$ cat src/hw/rtl/fdep_pkg.sv
package fdep_pkg;

  localparam int NAME_MAX_DEF = 64;
  localparam int ENTRY_BYTES  = 32;
  localparam int UNITS        = 13;

  localparam logic [7:0] B_END     = 8'h00;
  localparam logic [7:0] B_DELETED = 8'hE5;
  localparam logic [7:0] B_KANJI   = 8'h05;
  localparam logic [7:0] B_SPACE   = 8'h20;
  localparam logic [7:0] ATTR_LFN  = 8'h0F;
  localparam logic [6:0] CH_UNDER  = 7'h5F;
  localparam logic [6:0] CH_DOT    = 7'h2E;

  typedef enum logic [3:0] {
    ST_IDLE,
    ST_END,
    ST_GLO,
    ST_GHI,
    ST_GUSE,
    ST_SRD,
    ST_SUSE,
    ST_LRD,
    ST_LUSE,
    ST_FIN
  } state_t;

  function automatic logic [6:0] map_unit(input logic [15:0] u);
    logic [6:0] c;
    if (u < 16'd128) begin
      c = u[6:0];
    end else begin
      case (u)
        16'h00E7: c = 7'h63;
        16'h00C7: c = 7'h43;
        16'h011F: c = 7'h67;
        16'h011E: c = 7'h47;
        16'h0131: c = 7'h69;
        16'h0130: c = 7'h49;
        16'h00F6: c = 7'h6F;
        16'h00D6: c = 7'h4F;
        16'h015F: c = 7'h73;
        16'h015E: c = 7'h53;
        16'h00FC: c = 7'h75;
        16'h00DC: c = 7'h55;
        default:  c = CH_UNDER;
      endcase
    end
    return c;
  endfunction

  function automatic logic [4:0] unit_off(input logic [3:0] i);
    logic [4:0] o;
    if (i < 4'd5) begin
      o = 5'd1 + {i, 1'b0};
    end else if (i < 4'd11) begin
      o = 5'd14 + {i - 4'd5, 1'b0};
    end else begin
      o = 5'd28 + {i - 4'd11, 1'b0};
    end
    return o;
  endfunction

  function automatic logic [6:0] short_char(input logic [7:0] b, input logic first);
    logic [6:0] c;
    if ((first && b == B_KANJI) || b[7]) begin
      c = CH_UNDER;
    end else begin
      c = b[6:0];
    end
    return c;
  endfunction

endpackage

$ cat src/hw/rtl/fdep_ram.sv
module fdep_ram #(
  parameter int WIDTH = 8,
  parameter int DEPTH = 32
) (
  input  logic                     clk,
  input  logic                     we,
  input  logic [$clog2(DEPTH)-1:0] waddr,
  input  logic [WIDTH-1:0]         wdata,
  input  logic                     re,
  input  logic [$clog2(DEPTH)-1:0] raddr,
  output logic [WIDTH-1:0]         rdata
);

  logic [WIDTH-1:0] mem [DEPTH];

  always_ff @(posedge clk) begin
    if (we) begin
      mem[waddr] <= wdata;
    end
    if (re) begin
      rdata <= mem[raddr];
    end
  end

endmodule

$ cat src/hw/rtl/fat_directory_entry_parser_unit.sv
// Directory bytes are taken one per cycle while the parser is collecting an entry; in_stall
// is high from the cycle after the 32nd byte of an entry that produces output or long-name
// data until its results are all produced. A long-name part then stores each UTF-16 unit
// with two reads of the entry memory and one write of the name memory, up to 13 units; a
// file or directory entry reads the entry or name memory and pushes each name character,
// skips blanks, places the dot, closes and waits on out_stall; end of directory gives one end
// word. There is no clearing pass after reset.
module fat_directory_entry_parser_unit
  import fdep_pkg::*;
#(
  parameter int NAME_MAX = fdep_pkg::NAME_MAX_DEF
) (
  input  logic        clk,
  input  logic        rst_n,
  input  logic        in_valid,
  output logic        in_stall,
  input  logic [7:0]  in_data_byte,
  input  logic        in_start_listing,
  output logic        out_valid,
  input  logic        out_stall,
  output logic        out_kind,
  output logic [6:0]  out_name_char,
  output logic        out_char_valid,
  output logic        out_last,
  output logic [7:0]  out_attr,
  output logic        out_is_dir,
  output logic [31:0] out_first_cluster,
  output logic [31:0] out_file_size,
  output logic [15:0] out_mod_time,
  output logic [15:0] out_mod_date
);

  localparam int LW = $clog2(NAME_MAX);

  state_t state_r, state_nxt;
  logic [4:0]          pos_r, pos_nxt;
  logic                ended_r, ended_nxt;
  logic                active_r, active_nxt;
  logic [7:0]          lsum_r, lsum_nxt;
  logic [NAME_MAX-1:0] written_r, written_nxt;

  logic [7:0]  first_r, attr_r, chk_r, csum_r;
  logic [15:0] clhi_r, cllo_r, time_r, date_r;
  logic [31:0] size_r;

  logic [3:0]  idx_r, idx_nxt;
  logic [7:0]  lo_r, lo_nxt;
  logic [8:0]  upos_r, upos_nxt;
  logic        dot_r, dot_nxt;
  logic [LW-1:0] len_r, len_nxt;
  logic        hold_v_r, hold_v_nxt;
  logic [6:0]  hold_c_r, hold_c_nxt;

  logic        out_v_r, out_v_nxt;

  logic        in_acc, cap_en, can_load;
  logic [4:0]  pe;
  logic        ee;
  logic        load, load_kind, load_cv, load_last;
  logic [6:0]  load_char;
  logic        push, push_ok;
  logic [6:0]  push_c;
  logic        act;
  logic [7:0]  sref;
  logic [15:0] u;

  logic        e_we, e_re, l_we, l_re;
  logic [4:0]  e_raddr;
  logic [7:0]  e_rd;
  logic [6:0]  l_rd, l_wdata;

  fdep_ram #(.WIDTH(8), .DEPTH(ENTRY_BYTES)) u_entry (
    .clk(clk), .we(e_we), .waddr(pe), .wdata(in_data_byte),
    .re(e_re), .raddr(e_raddr), .rdata(e_rd)
  );

  fdep_ram #(.WIDTH(7), .DEPTH(NAME_MAX)) u_lname (
    .clk(clk), .we(l_we), .waddr(upos_r[LW-1:0]), .wdata(l_wdata),
    .re(l_re), .raddr(len_r), .rdata(l_rd)
  );

  assign in_stall = (state_r != ST_IDLE);
  assign in_acc   = in_valid && !in_stall;
  assign pe       = in_start_listing ? 5'd0 : pos_r;
  assign ee       = in_start_listing ? 1'b0 : ended_r;
  assign cap_en   = in_acc && !ee;
  assign e_we     = cap_en;
  assign can_load = !out_v_r || !out_stall;
  assign push_ok  = !hold_v_r || can_load;
  assign u        = {e_rd, lo_r};
  assign l_wdata  = map_unit(u);

  always_comb begin
    state_nxt   = state_r;
    pos_nxt     = pos_r;
    ended_nxt   = ended_r;
    active_nxt  = active_r;
    lsum_nxt    = lsum_r;
    written_nxt = written_r;
    idx_nxt     = idx_r;
    lo_nxt      = lo_r;
    upos_nxt    = upos_r;
    dot_nxt     = dot_r;
    len_nxt     = len_r;
    hold_v_nxt  = hold_v_r;
    hold_c_nxt  = hold_c_r;
    out_v_nxt   = out_v_r && out_stall;
    load        = 1'b0;
    load_kind   = 1'b0;
    load_char   = 7'd0;
    load_cv     = 1'b0;
    load_last   = 1'b0;
    push        = 1'b0;
    push_c      = 7'd0;
    e_re        = 1'b0;
    e_raddr     = 5'd0;
    l_we        = 1'b0;
    l_re        = 1'b0;
    act         = 1'b0;
    sref        = 8'd0;
    case (state_r)
      ST_IDLE: begin
        if (in_acc) begin
          if (in_start_listing) begin
            pos_nxt     = 5'd0;
            ended_nxt   = 1'b0;
            active_nxt  = 1'b0;
            written_nxt = '0;
          end
          if (!ee) begin
            if (pe != 5'd31) begin
              pos_nxt = pe + 5'd1;
            end else begin
              pos_nxt = 5'd0;
              if (first_r == B_END) begin
                ended_nxt = 1'b1;
                state_nxt = ST_END;
              end else if (first_r == B_DELETED) begin
                state_nxt = ST_IDLE;
              end else if (attr_r == ATTR_LFN) begin
                act  = active_nxt;
                sref = lsum_r;
                if (first_r[6]) begin
                  act         = 1'b1;
                  lsum_nxt    = chk_r;
                  sref        = chk_r;
                  written_nxt = '0;
                end
                if (chk_r != sref) begin
                  act = 1'b0;
                end
                active_nxt = act;
                if (act && first_r[4:0] != 5'd0) begin
                  upos_nxt  = 9'(first_r[4:0] - 5'd1) * 9'd13;
                  idx_nxt   = 4'd0;
                  state_nxt = ST_GLO;
                end
              end else if (attr_r[3]) begin
                active_nxt = 1'b0;
              end else begin
                hold_v_nxt = 1'b0;
                if (active_nxt && written_nxt[0] && csum_r == lsum_r) begin
                  len_nxt   = '0;
                  state_nxt = ST_LRD;
                end else begin
                  idx_nxt   = 4'd0;
                  dot_nxt   = 1'b0;
                  state_nxt = ST_SRD;
                end
              end
            end
          end
        end
      end
      ST_END: begin
        if (can_load) begin
          load      = 1'b1;
          load_kind = 1'b1;
          load_last = 1'b1;
          state_nxt = ST_IDLE;
        end
      end
      ST_GLO: begin
        e_re      = 1'b1;
        e_raddr   = unit_off(idx_r);
        state_nxt = ST_GHI;
      end
      ST_GHI: begin
        lo_nxt    = e_rd;
        e_re      = 1'b1;
        e_raddr   = unit_off(idx_r) + 5'd1;
        state_nxt = ST_GUSE;
      end
      ST_GUSE: begin
        if (u == 16'h0000 || u == 16'hFFFF) begin
          state_nxt = ST_IDLE;
        end else begin
          if (upos_r < 9'(NAME_MAX)) begin
            l_we = 1'b1;
            written_nxt[upos_r[LW-1:0]] = 1'b1;
          end
          upos_nxt = upos_r + 9'd1;
          idx_nxt  = idx_r + 4'd1;
          state_nxt = (idx_r == 4'(UNITS - 1)) ? ST_IDLE : ST_GLO;
        end
      end
      ST_SRD: begin
        e_re      = 1'b1;
        e_raddr   = {1'b0, idx_r};
        state_nxt = ST_SUSE;
      end
      ST_SUSE: begin
        if (idx_r < 4'd8) begin
          if (e_rd == B_SPACE) begin
            idx_nxt   = 4'd8;
            state_nxt = ST_SRD;
          end else begin
            push   = 1'b1;
            push_c = short_char(e_rd, idx_r == 4'd0);
            if (push_ok) begin
              idx_nxt   = idx_r + 4'd1;
              state_nxt = ST_SRD;
            end
          end
        end else if (idx_r == 4'd8 && !dot_r) begin
          if (e_rd == B_SPACE) begin
            state_nxt = ST_FIN;
          end else begin
            push   = 1'b1;
            push_c = CH_DOT;
            if (push_ok) begin
              dot_nxt = 1'b1;
            end
          end
        end else begin
          if (e_rd == B_SPACE) begin
            state_nxt = ST_FIN;
          end else begin
            push   = 1'b1;
            push_c = short_char(e_rd, 1'b0);
            if (push_ok) begin
              idx_nxt   = idx_r + 4'd1;
              state_nxt = (idx_r == 4'd10) ? ST_FIN : ST_SRD;
            end
          end
        end
      end
      ST_LRD: begin
        if ((LW+1)'(len_r) + (LW+1)'(1) < (LW+1)'(NAME_MAX) && written_r[len_r]) begin
          l_re      = 1'b1;
          state_nxt = ST_LUSE;
        end else begin
          state_nxt = ST_FIN;
        end
      end
      ST_LUSE: begin
        push   = 1'b1;
        push_c = l_rd;
        if (push_ok) begin
          len_nxt   = len_r + LW'(1);
          state_nxt = ST_LRD;
        end
      end
      ST_FIN: begin
        if (can_load) begin
          load        = 1'b1;
          load_char   = hold_v_r ? hold_c_r : 7'd0;
          load_cv     = hold_v_r;
          load_last   = 1'b1;
          hold_v_nxt  = 1'b0;
          active_nxt  = 1'b0;
          written_nxt = '0;
          state_nxt   = ST_IDLE;
        end
      end
      default: begin
        state_nxt = ST_IDLE;
      end
    endcase
    if (push && push_ok) begin
      if (hold_v_r) begin
        load      = 1'b1;
        load_char = hold_c_r;
        load_cv   = 1'b1;
      end
      hold_v_nxt = 1'b1;
      hold_c_nxt = push_c;
    end
    if (load) begin
      out_v_nxt = 1'b1;
    end
  end

  always_ff @(posedge clk) begin
    if (!rst_n) begin
      state_r   <= ST_IDLE;
      pos_r     <= 5'd0;
      ended_r   <= 1'b0;
      active_r  <= 1'b0;
      lsum_r    <= 8'd0;
      written_r <= '0;
      hold_v_r  <= 1'b0;
      out_v_r   <= 1'b0;
    end else begin
      state_r   <= state_nxt;
      pos_r     <= pos_nxt;
      ended_r   <= ended_nxt;
      active_r  <= active_nxt;
      lsum_r    <= lsum_nxt;
      written_r <= written_nxt;
      hold_v_r  <= hold_v_nxt;
      out_v_r   <= out_v_nxt;
    end
  end

  always_ff @(posedge clk) begin
    idx_r    <= idx_nxt;
    lo_r     <= lo_nxt;
    upos_r   <= upos_nxt;
    dot_r    <= dot_nxt;
    len_r    <= len_nxt;
    hold_c_r <= hold_c_nxt;
    if (cap_en) begin
      case (pe)
        5'd0:  first_r       <= in_data_byte;
        5'd11: attr_r        <= in_data_byte;
        5'd13: chk_r         <= in_data_byte;
        5'd20: clhi_r[7:0]   <= in_data_byte;
        5'd21: clhi_r[15:8]  <= in_data_byte;
        5'd22: time_r[7:0]   <= in_data_byte;
        5'd23: time_r[15:8]  <= in_data_byte;
        5'd24: date_r[7:0]   <= in_data_byte;
        5'd25: date_r[15:8]  <= in_data_byte;
        5'd26: cllo_r[7:0]   <= in_data_byte;
        5'd27: cllo_r[15:8]  <= in_data_byte;
        5'd28: size_r[7:0]   <= in_data_byte;
        5'd29: size_r[15:8]  <= in_data_byte;
        5'd30: size_r[23:16] <= in_data_byte;
        5'd31: size_r[31:24] <= in_data_byte;
        default: begin
        end
      endcase
      if (pe == 5'd0) begin
        csum_r <= in_data_byte;
      end else if (pe < 5'd11) begin
        csum_r <= {csum_r[0], csum_r[7:1]} + in_data_byte;
      end
    end
    if (load) begin
      out_kind       <= load_kind;
      out_name_char  <= load_char;
      out_char_valid <= load_cv;
      out_last       <= load_last;
      out_attr          <= load_kind ? 8'd0 : attr_r;
      out_is_dir        <= load_kind ? 1'b0 : attr_r[4];
      out_first_cluster <= load_kind ? 32'd0 : {clhi_r, cllo_r};
      out_file_size     <= load_kind ? 32'd0 : size_r;
      out_mod_time      <= load_kind ? 16'd0 : time_r;
      out_mod_date      <= load_kind ? 16'd0 : date_r;
    end
  end

  assign out_valid = out_v_r;

endmodule

$ cat config.mk
export PLATFORM = sky130hd
export DESIGN_NAME = fat_directory_entry_parser_unit
export DESIGN_NICKNAME = d
export VERILOG_FILES = /design/src/hw/rtl/fdep_pkg.sv /design/src/hw/rtl/fdep_ram.sv /design/src/hw/rtl/fat_directory_entry_parser_unit.sv
export SDC_FILE = /design/constraint.sdc
export NUM_CORES = 1
export LEC_CHECK = 0
export BUFFER_PORTS_ARGS = -buffer_cell sky130_fd_sc_hd__clkbuf_2
export CAP_MARGIN = 25
export CORE_MARGIN = 2
export CORE_UTILIZATION = 60
export CTS_CLUSTER_DIAMETER = 120
export DETAILED_ROUTE_END_ITERATION = 8
export HOLD_SLACK_MARGIN = 0.03
export PLACE_DENSITY = 0.78
export SLEW_MARGIN = 15
export SYNTH_ARGS = -nofsm -noshare
export SYNTH_HDL_FRONTEND = slang
export SYNTH_SLANG_ARGS = --single-unit
$ cat constraint.sdc
create_clock -name clk -period 12.5 [get_ports clk]
set_input_delay 2.5 -clock clk [delete_from_list [all_inputs] [get_ports clk]]
set_output_delay 2.5 -clock clk [all_outputs]
set_load 0.05 [all_outputs]
==> flow_metrics.tcl, run 1 <==
set metrics [dict create \
    p_sw_mw 1.42 \
    htree_levels 3 \
    holdPathEnd "written_r[63]$_SDFFE_PN0P_" \
    floorplan.initialDensity_pct 60.4 \
    dr.first_iter.drc_count 2316 \
    placed_area_mm2 0.0455 \
    synth_edf_count 996 \
    maxSlewViolCount 0 \
    rsz0062_at_grt "no" \
    drive_gt1_share_pct 20.1 \
    period_needed_ps 5040 \
    clockRootBuffer "clkbuf_16" \
    drt_pass1_iterations 6 \
    dp_hpwl_um 59600 \
    max_slew_margin_pct 27.3 \
    placed_cells 3653 \
    critPathArrivalTime_ps 2540 \
    pwr-share-clk_pct 43.6 \
    setup_viol_count_final 0 \
    grt_pass1_vias 24266 \
    cts-resized-gates 0 \
    fin_area_mm2 0.0490 \
    die_h_um 275 \
    fp.dieW_um 275 \
    postCtsHoldBufs 0 \
    p_total_mw 7.21 \
    ys_seq_area_share_pct 71.9 \
    syn2layout_area_growth_pct 11.6 \
    track_usage_pct 26.3 \
    r2r_cells 6 \
    endpoint_kind "output pin" \
    core_area_mm2 0.0727 \
    power.density_mw_per_mm2 147 \
    wl_um 98300 \
    hold_path_class "flip-flop to flip-flop" \
    p_leak_nw 14.6 \
    pwr-share-comb_pct 2.0 \
    pin_count 130 \
    fmax_ghz 0.198 \
    num_rows 99 \
    finalHoldViolCount 0 \
    drtAntennaViolNets 0 \
    grt_pass1_wl_um 147000 \
    post-place-ws_ps 6940 \
    clock_latency_ps 680 \
    globalplace.congestion 0.893 \
    fillers 4676 \
    synth_area_mm2 0.0439 \
    finClkSkew_ps 25.3 \
    grt_max_degree 131 \
    cts_buffers 104 \
    avgSynthCellArea_um2 16.4 \
    fin_hold_ws_ps 483 \
    avgViaCountPerCell 6.26 \
    vias 24136 \
    syn_inst 2675 \
    portBuffers 129 \
    p_int_mw 5.79 \
    worst_slack_ps 7460 \
    holdCritStartpoint "written_r[63]$_SDFFE_PN0P_" \
    swShare_pct 19.7 \
    drc 0 \
    antenna_found_initial 1 \
    maxCapViolations 0 \
    num-nets-final 2861 \
    stdcell_count 3857 \
    postSynth.asyncResetShare_pct 0 \
    cts.sinks 1081 \
    rr_endpoint "u_lname.mem[59][6]$_DFFE_PP_" \
    reg2reg_slack_ps 7740 \
    synth_seq_cells 1081 \
    holdPathStages 1 \
    synth_cell_types 75 \
    critPathKind "flip-flop to output pin" \
    critPathMaxFanout 16 \
    ir_drop_uv 132 \
    syn-num-nets 2732 \
    finish.utilization_pct 67.4 \
    synth_ff_type "edfxtp_1" \
    post_cts_buffers 0 \
    setup_tns_ps 0 \
    pwr-share-seq_pct 54.5 \
    startpoint_type "flip-flop" \
    required_ps 10000 \
    worstMarginPinSlew_ps 1090 \
    post_drt_wl_per_cell_um 25.5 \
    die-area_mm2 0.0754 \
    fin_crit_sh_pct 40.4 \
    synth_warnings 0 \
    grt.overflow.total 0 \
    r2r-start "state_r[2]$_SDFFE_PN0P_" \
    cts_tree "yes" \
    status "finished, final reports clean" \
    clockBufferDepth 3 \
    clk_pin_slew_ps 60 \
]
-- cells in the mapped netlist (16+ instances only) --
cell type / n / area share (%)
buf_2: 17 / 0.19
xnor2_1: 24 / 0.48
ha_1: 39 / 1.1
mux4_2: 167 / 8.6
nor3_1: 20 / 0.23
nand3_1: 60 / 0.68
o211ai_1: 18 / 0.31
nand2_1: 255 / 2.2
dfxtp_1: 85 / 3.9
nor2_1: 184 / 1.6
buf_1: 19 / 0.16
o21a_4: 60 / 2.1
mux2i_1: 26 / 0.59
o22ai_1: 18 / 0.26
inv_1: 34 / 0.29
nor4_1: 16 / 0.23
a31oi_1: 56 / 0.80
xor2_1: 24 / 0.48
clkbuf_1: 96 / 0.82
and3_1: 41 / 0.58
o21ai_0: 49 / 0.56
edfxtp_1: 996 / 68
nor2b_1: 115 / 1.6
a21oi_1: 84 / 0.96
a21o_1: 23 / 0.39
-- power by group through the flow --
stage / registers (mW) / logic (mW) / clock network, mW
floorplan: 4.00 / 0.0914 / 0
global placement: 4.01 / 0.136 / 0
detailed placement: 4.01 / 0.141 / 0
CTS: 3.93 / 0.142 / 3.17
global route: 3.93 / 0.161 / 3.31
finish: 3.93 / 0.142 / 3.14
-- critical path, cell delays in order, from the launching register on --
cell,delay [ps]
dfxtp_1,490
or2_2,390
nor3_1,450
inv_1,230
clkbuf_2,310
-- logic make-up (layout without fill, tap and decap cells) --
group | Yosys count | in the layout | synth area share, %
buffers and inverters | 176 | 396 | 1.82
muxes | 197 | 197 | 9.25
DFF | 1081 | 1081 | 71.9
and+or+nand+nor | 776 | 776 | 8.51
xor gates and xnor gates | 48 | 48 | 0.957
AOI/OAI and AO/OA | 353 | 353 | 6.19
adders and majority gates | 44 | 44 | 1.34
other | 0 | 3 | 0
-- state kept, by name, indices dropped and copies added, names as in the netlist, 9 cells and up --
name               flops
size_r                32
cllo_r                16
upos_r                 9
out_mod_date          16
out_first_cluster     32
u_lname.mem          448
clhi_r                16
out_mod_time          16
date_r                16
time_r                16
written_r             64
out_file_size         32
u_entry.mem          256
-- cell type report --
| class | instances | area (um^2) | share of cell area, % |
|---|---|---|---|
| Timing Repair Buffer | 164 | 981 | 2.00 |
| Tap cell | 959 | 1200 | 2.45 |
| Antenna cell | 3 | 7.51 | 0.0153 |
| Clock inverter | 54 | 557 | 1.14 |
| Inverter | 35 | 131 | 0.268 |
| Multi-Input combinational cell | 1418 | 11600 | 23.7 |
| Sequential cell | 1081 | 31600 | 64.5 |
| Clock buffer | 143 | 2900 | 5.92 |
-- per-layer routing --
layer  vias to the layer above  share of wire, %  track usage (%)
met5                         -                 0                0
met4                         0               4.1             10.7
met3                       245               6.9             4.19
met2                      1086                52             45.4
met1                     12223                37             33.6
li1                      10582                 -                -
-- how the worst max path moves through the flow --
stage / startpoint / to
after floorplan: out_stall / out_attr[0]$_SDFFCE_PP0P_
after global placement: in_start_listing / written_r[41]$_SDFFE_PN0P_
after detailed placement: in_start_listing / len_r[1]$_SDFFCE_PN0P_
after CTS: state_r[2]$_SDFFE_PN0P_ / in_stall
after global routing: state_r[2]$_SDFFE_PN0P_ / in_stall
final: state_r[2]$_SDFFE_PN0P_ / in_stall
-- cells in the final DEF, fill, tap and decap left out, types with 12 or more instances in the layout --
cell / synthesis / routed
inv_1: 34 / 34
nor2_1: 184 / 182
and3_1: 41 / 41
clkinv_1: 1 / 17
nand3_1: 60 / 60
mux2i_1: 26 / 26
nor4_1: 16 / 15
nand2_1: 255 / 254
nor3_1: 20 / 19
clkbuf_16: 0 / 105
clkbuf_2: 0 / 129
nand2b_1: 15 / 15
dfxtp_1: 85 / 85
a31oi_1: 56 / 56
o21a_4: 60 / 61
o211ai_1: 18 / 18
xnor2_1: 24 / 24
o21ai_0: 49 / 48
xor2_1: 24 / 24
a21o_1: 23 / 23
and2_1: 12 / 12
ha_1: 39 / 39
edfxtp_1: 996 / 996
mux4_2: 167 / 167
clkbuf_8: 0 / 13
clkinv_2: 0 / 18
clkbuf_1: 96 / 25
nor2b_1: 115 / 115
o22ai_1: 18 / 18
buf_4: 1 / 31
a21oi_1: 84 / 81
Note: power is estimated with default switching activity, not from simulation.
==> inputs of run 2 (changes only) <==
--- a/config.mk
+++ b/config.mk
@@ -5,14 +5,15 @@
 export SDC_FILE = /design/constraint.sdc
 export NUM_CORES = 1
 export LEC_CHECK = 0
+export ABC_AREA = 1
 export BUFFER_PORTS_ARGS = -buffer_cell sky130_fd_sc_hd__clkbuf_2
 export CAP_MARGIN = 25
 export CORE_MARGIN = 2
-export CORE_UTILIZATION = 60
+export CORE_UTILIZATION = 56
 export CTS_CLUSTER_DIAMETER = 120
 export DETAILED_ROUTE_END_ITERATION = 8
 export HOLD_SLACK_MARGIN = 0.03
-export PLACE_DENSITY = 0.78
+export PLACE_DENSITY = 0.77
 export SLEW_MARGIN = 15
 export SYNTH_ARGS = -nofsm -noshare
 export SYNTH_HDL_FRONTEND = slang
==> constraint.sdc (replaced) <==
create_clock -name clk -period 4.3 [get_ports clk]
set_input_delay 0.86 -clock clk [delete_from_list [all_inputs] [get_ports clk]]
set_output_delay 0.86 -clock clk [all_outputs]
set_load 0.05 [all_outputs]
==> run 2 against run 1 <==
Net effect:
- first-iteration DRC count rose by 81%
- die area rose by 11%
- design area rose by 4.5%
- count of clock-buffer cells in the layout fell by 19
- global-route usage rose by 0.42 points
- routed wire length rose by 15%
- worst setup slack got worse by 7100 ps
- sequential power rose to 2.9 times the previous value
- synthesized cell count rose by 55%
- sequential share of layout area fell by 2.8 points
- clock skew rose by 5.7 ps
- combinational power rose to 3.4 times the previous value
- critical endpoint is now upos_r[8]$_DFFE_PP_
==> flow_metrics.tcl, run 2 <==
set metrics [dict create \
    status "finished, final reports clean" \
    critPathKind "flip-flop to flip-flop" \
    post_cts_buffers 0 \
    finish.utilization_pct 63.6 \
    worstMarginPinSlew_ps 1020 \
    floorplan.initialDensity_pct 56.6 \
    synth_ff_type "edfxtp_1" \
    vias 31569 \
    p_leak_nw 18.3 \
    syn2layout_area_growth_pct 12.5 \
    ir_drop_uv 380 \
    avgSynthCellArea_um2 11.0 \
    core_area_mm2 0.0805 \
    critPathArrivalTime_ps 4290 \
    startpoint_type "flip-flop" \
    clockBufferDepth 3 \
    pwr-share-comb_pct 2.3 \
    r2r_cells 17 \
    dr.first_iter.drc_count 4183 \
    holdPathStages 2 \
    ys_seq_area_share_pct 69.4 \
    top_register "u_lname.mem" \
    finClkSkew_ps 31.0 \
    track_usage_pct 26.7 \
    portBuffers 129 \
    max_slew_margin_pct 31.7 \
    fin_crit_sh_pct 90.6 \
    dp_hpwl_um 66900 \
    cts.sinks 1081 \
    synth_top_area_cell "edfxtp_1" \
    final_cell_mix "996 x edfxtp_1, 899 x nand2_1, 530 x nor2_1, 405 x inv_1, 374 x o21ai_0" \
    die_h_um 289 \
    antenna_found_initial 3 \
    crit_path_top_delay_cell "fa_1" \
    period_needed_ps 3890 \
    power.density_mw_per_mm2 419 \
    critical-path-max-stage-delay_ps 460 \
    swShare_pct 20.0 \
    syn_inst 4134 \
    synth_cell_types 55 \
    synth_seq_cells 1081 \
    required_ps 4690 \
    setup_viol_count_final 0 \
    postCtsHoldBufs 0 \
    drc 0 \
    num_rows 104 \
    setup_tns_ps 0 \
    grt_max_degree 170 \
    synth_edf_count 996 \
    fp.dieW_um 289 \
    p_sw_mw 4.30 \
    synth.most_common_cell "edfxtp_1" \
    critPathMaxFanout 5 \
    htree_levels 3 \
    drive_gt1_share_pct 10.5 \
    rsz0062_at_grt "no" \
    synth_warnings 0 \
    finalHoldViolCount 0 \
    largest_register_ffs 448 \
    fmax_ghz 0.257 \
    p_int_mw 17.2 \
    synth_area_mm2 0.0456 \
    netlist.area_leader.share_pct 65.7 \
    wl_um 113000 \
    grt_pass1_vias 30223 \
    pwr-share-seq_pct 53.3 \
    avgViaCountPerCell 5.80 \
    cp_cell_sequence "inv_1 > ha_1 > xor2_1 > ha_1 > ha_1 > fa_1 > ha_1 > a21oi_1 > inv_1 > a31oi_1 > nor2_1 > nor2_1 > nor2_1 > nor2_1 > a21oi_1 > o21ai_0 > o31ai_1" \
    endpoint_kind "flip-flop" \
    clock_latency_ps 690 \
    hold_path_class "flip-flop to flip-flop" \
    grt.overflow.total 0 \
    fin_hold_ws_ps 466 \
    ys_top_cells_by_count "996 x edfxtp_1, 901 x nand2_1, 531 x nor2_1" \
    syn-num-nets 4191 \
    post_drt_wl_per_cell_um 20.7 \
    postSynth.asyncResetShare_pct 0 \
    cts_buffers 104 \
    globalplace.congestion 0.928 \
    pwr-share-clk_pct 44.4 \
    ys_top_cells_by_area "edfxtp_1 66%, nand2_1 7.4%, nor2_1 4.4%" \
    mostFrequentLayoutCell "edfxtp_1" \
    num-nets-final 4354 \
    drt_pass1_iterations 6 \
    die-area_mm2 0.0836 \
    clockRootBuffer "clkbuf_16" \
    maxSlewViolCount 0 \
    cts-resized-gates 0 \
    grt_pass1_wl_um 171000 \
    reg.largest.list "u_lname.mem x448, u_entry.mem x256, written_r x64" \
    pin_count 130 \
    cts_tree "yes" \
    maxCapViolations 0 \
    clk_pin_slew_ps 60 \
    drtAntennaViolNets 0 \
]
run 2: changes by cell type in the layout (fill, tap and decap cells not counted), moves of 68 or more:
cell     change
buf_4       +81
inv_1      +371
mux4_2     -167
nand2_1    +645
nand3_1     +68
nor2_1     +348
nor2b_1    -115
nor3_1      +77
o21ai_0    +326
run 2: path summary, 6_finish.rpt:
check        slack [ps]                       start                          to
min reg2reg         470  written_r[61]$_SDFFE_PN0P_  written_r[61]$_SDFFE_PN0P_
min                 470  written_r[61]$_SDFFE_PN0P_  written_r[61]$_SDFFE_PN0P_
max reg2reg         410        first_r[0]$_DFFE_PP_         upos_r[8]$_DFFE_PP_
max                 410        first_r[0]$_DFFE_PP_         upos_r[8]$_DFFE_PP_
run 2: cells by family (layout without fill, tap and decap cells):
kind of cell / after synthesis / in the layout / synth area share, %
other cells: 0 / 1 / 0
buf+inv: 623 / 873 / 5.67
flops: 1081 / 1081 / 69.4
xor+xnor: 24 / 24 / 0.461
fa+ha+maj: 44 / 44 / 1.29
simple gates: 1699 / 1699 / 14.9
compound gates: 663 / 663 / 8.25
run 2: stage by stage:
step	setup WS [ps]	power [mW]	area [um^2]	instances
after floorplan	323	12.0	45600	4134
after global placement	555	12.1	47600	5248
after detailed placement	518	12.1	47700	5251
after CTS	467	21.5	51200	5444
after global routing	106	22.0	51200	5444
final	406	21.5	51300	5445
run 2: critical path: cells and delay by family, from the launching register on:
family | cells | cell delay [ps]
adders and majority gates | 5 | 1690
AOI/OAI and AO/OA | 5 | 660
DFF | 1 | 420
and+or+nand+nor | 4 | 350
xor gates and xnor gates | 1 | 290
buffers and inverters | 2 | 220
run 2: per-layer routing:
metal / share of wire [%] / GRT usage, % / vias up
li1: - / - / 14467
met1: 38 / 36.8 / 15124
met2: 47 / 42.1 / 1733
met3: 11 / 6.21 / 243
met4: 3.2 / 9.23 / 2
met5: 0.012 / 0 / -
run 2: power groups by stage:
stage	combinational, mW	sequential [mW]	clock (mW)
after floorplan	0.297	11.7	0
after global placement	0.464	11.7	0
after detailed placement	0.474	11.7	0
after CTS	0.479	11.4	9.58
after global routing	0.546	11.4	9.99
final	0.484	11.4	9.54
run 2: cell type report:
type | count | area, um^2
Sequential cell | 1081 | 31600
Antenna cell | 1 | 2.50
Multi-Input combinational cell | 2430 | 11400
Clock buffer | 124 | 2740
Inverter | 430 | 1630
Timing Repair Buffer | 250 | 1670
Tap cell | 1060 | 1330
Clock inverter | 69 | 842
Fill cell | 5746 | 29300
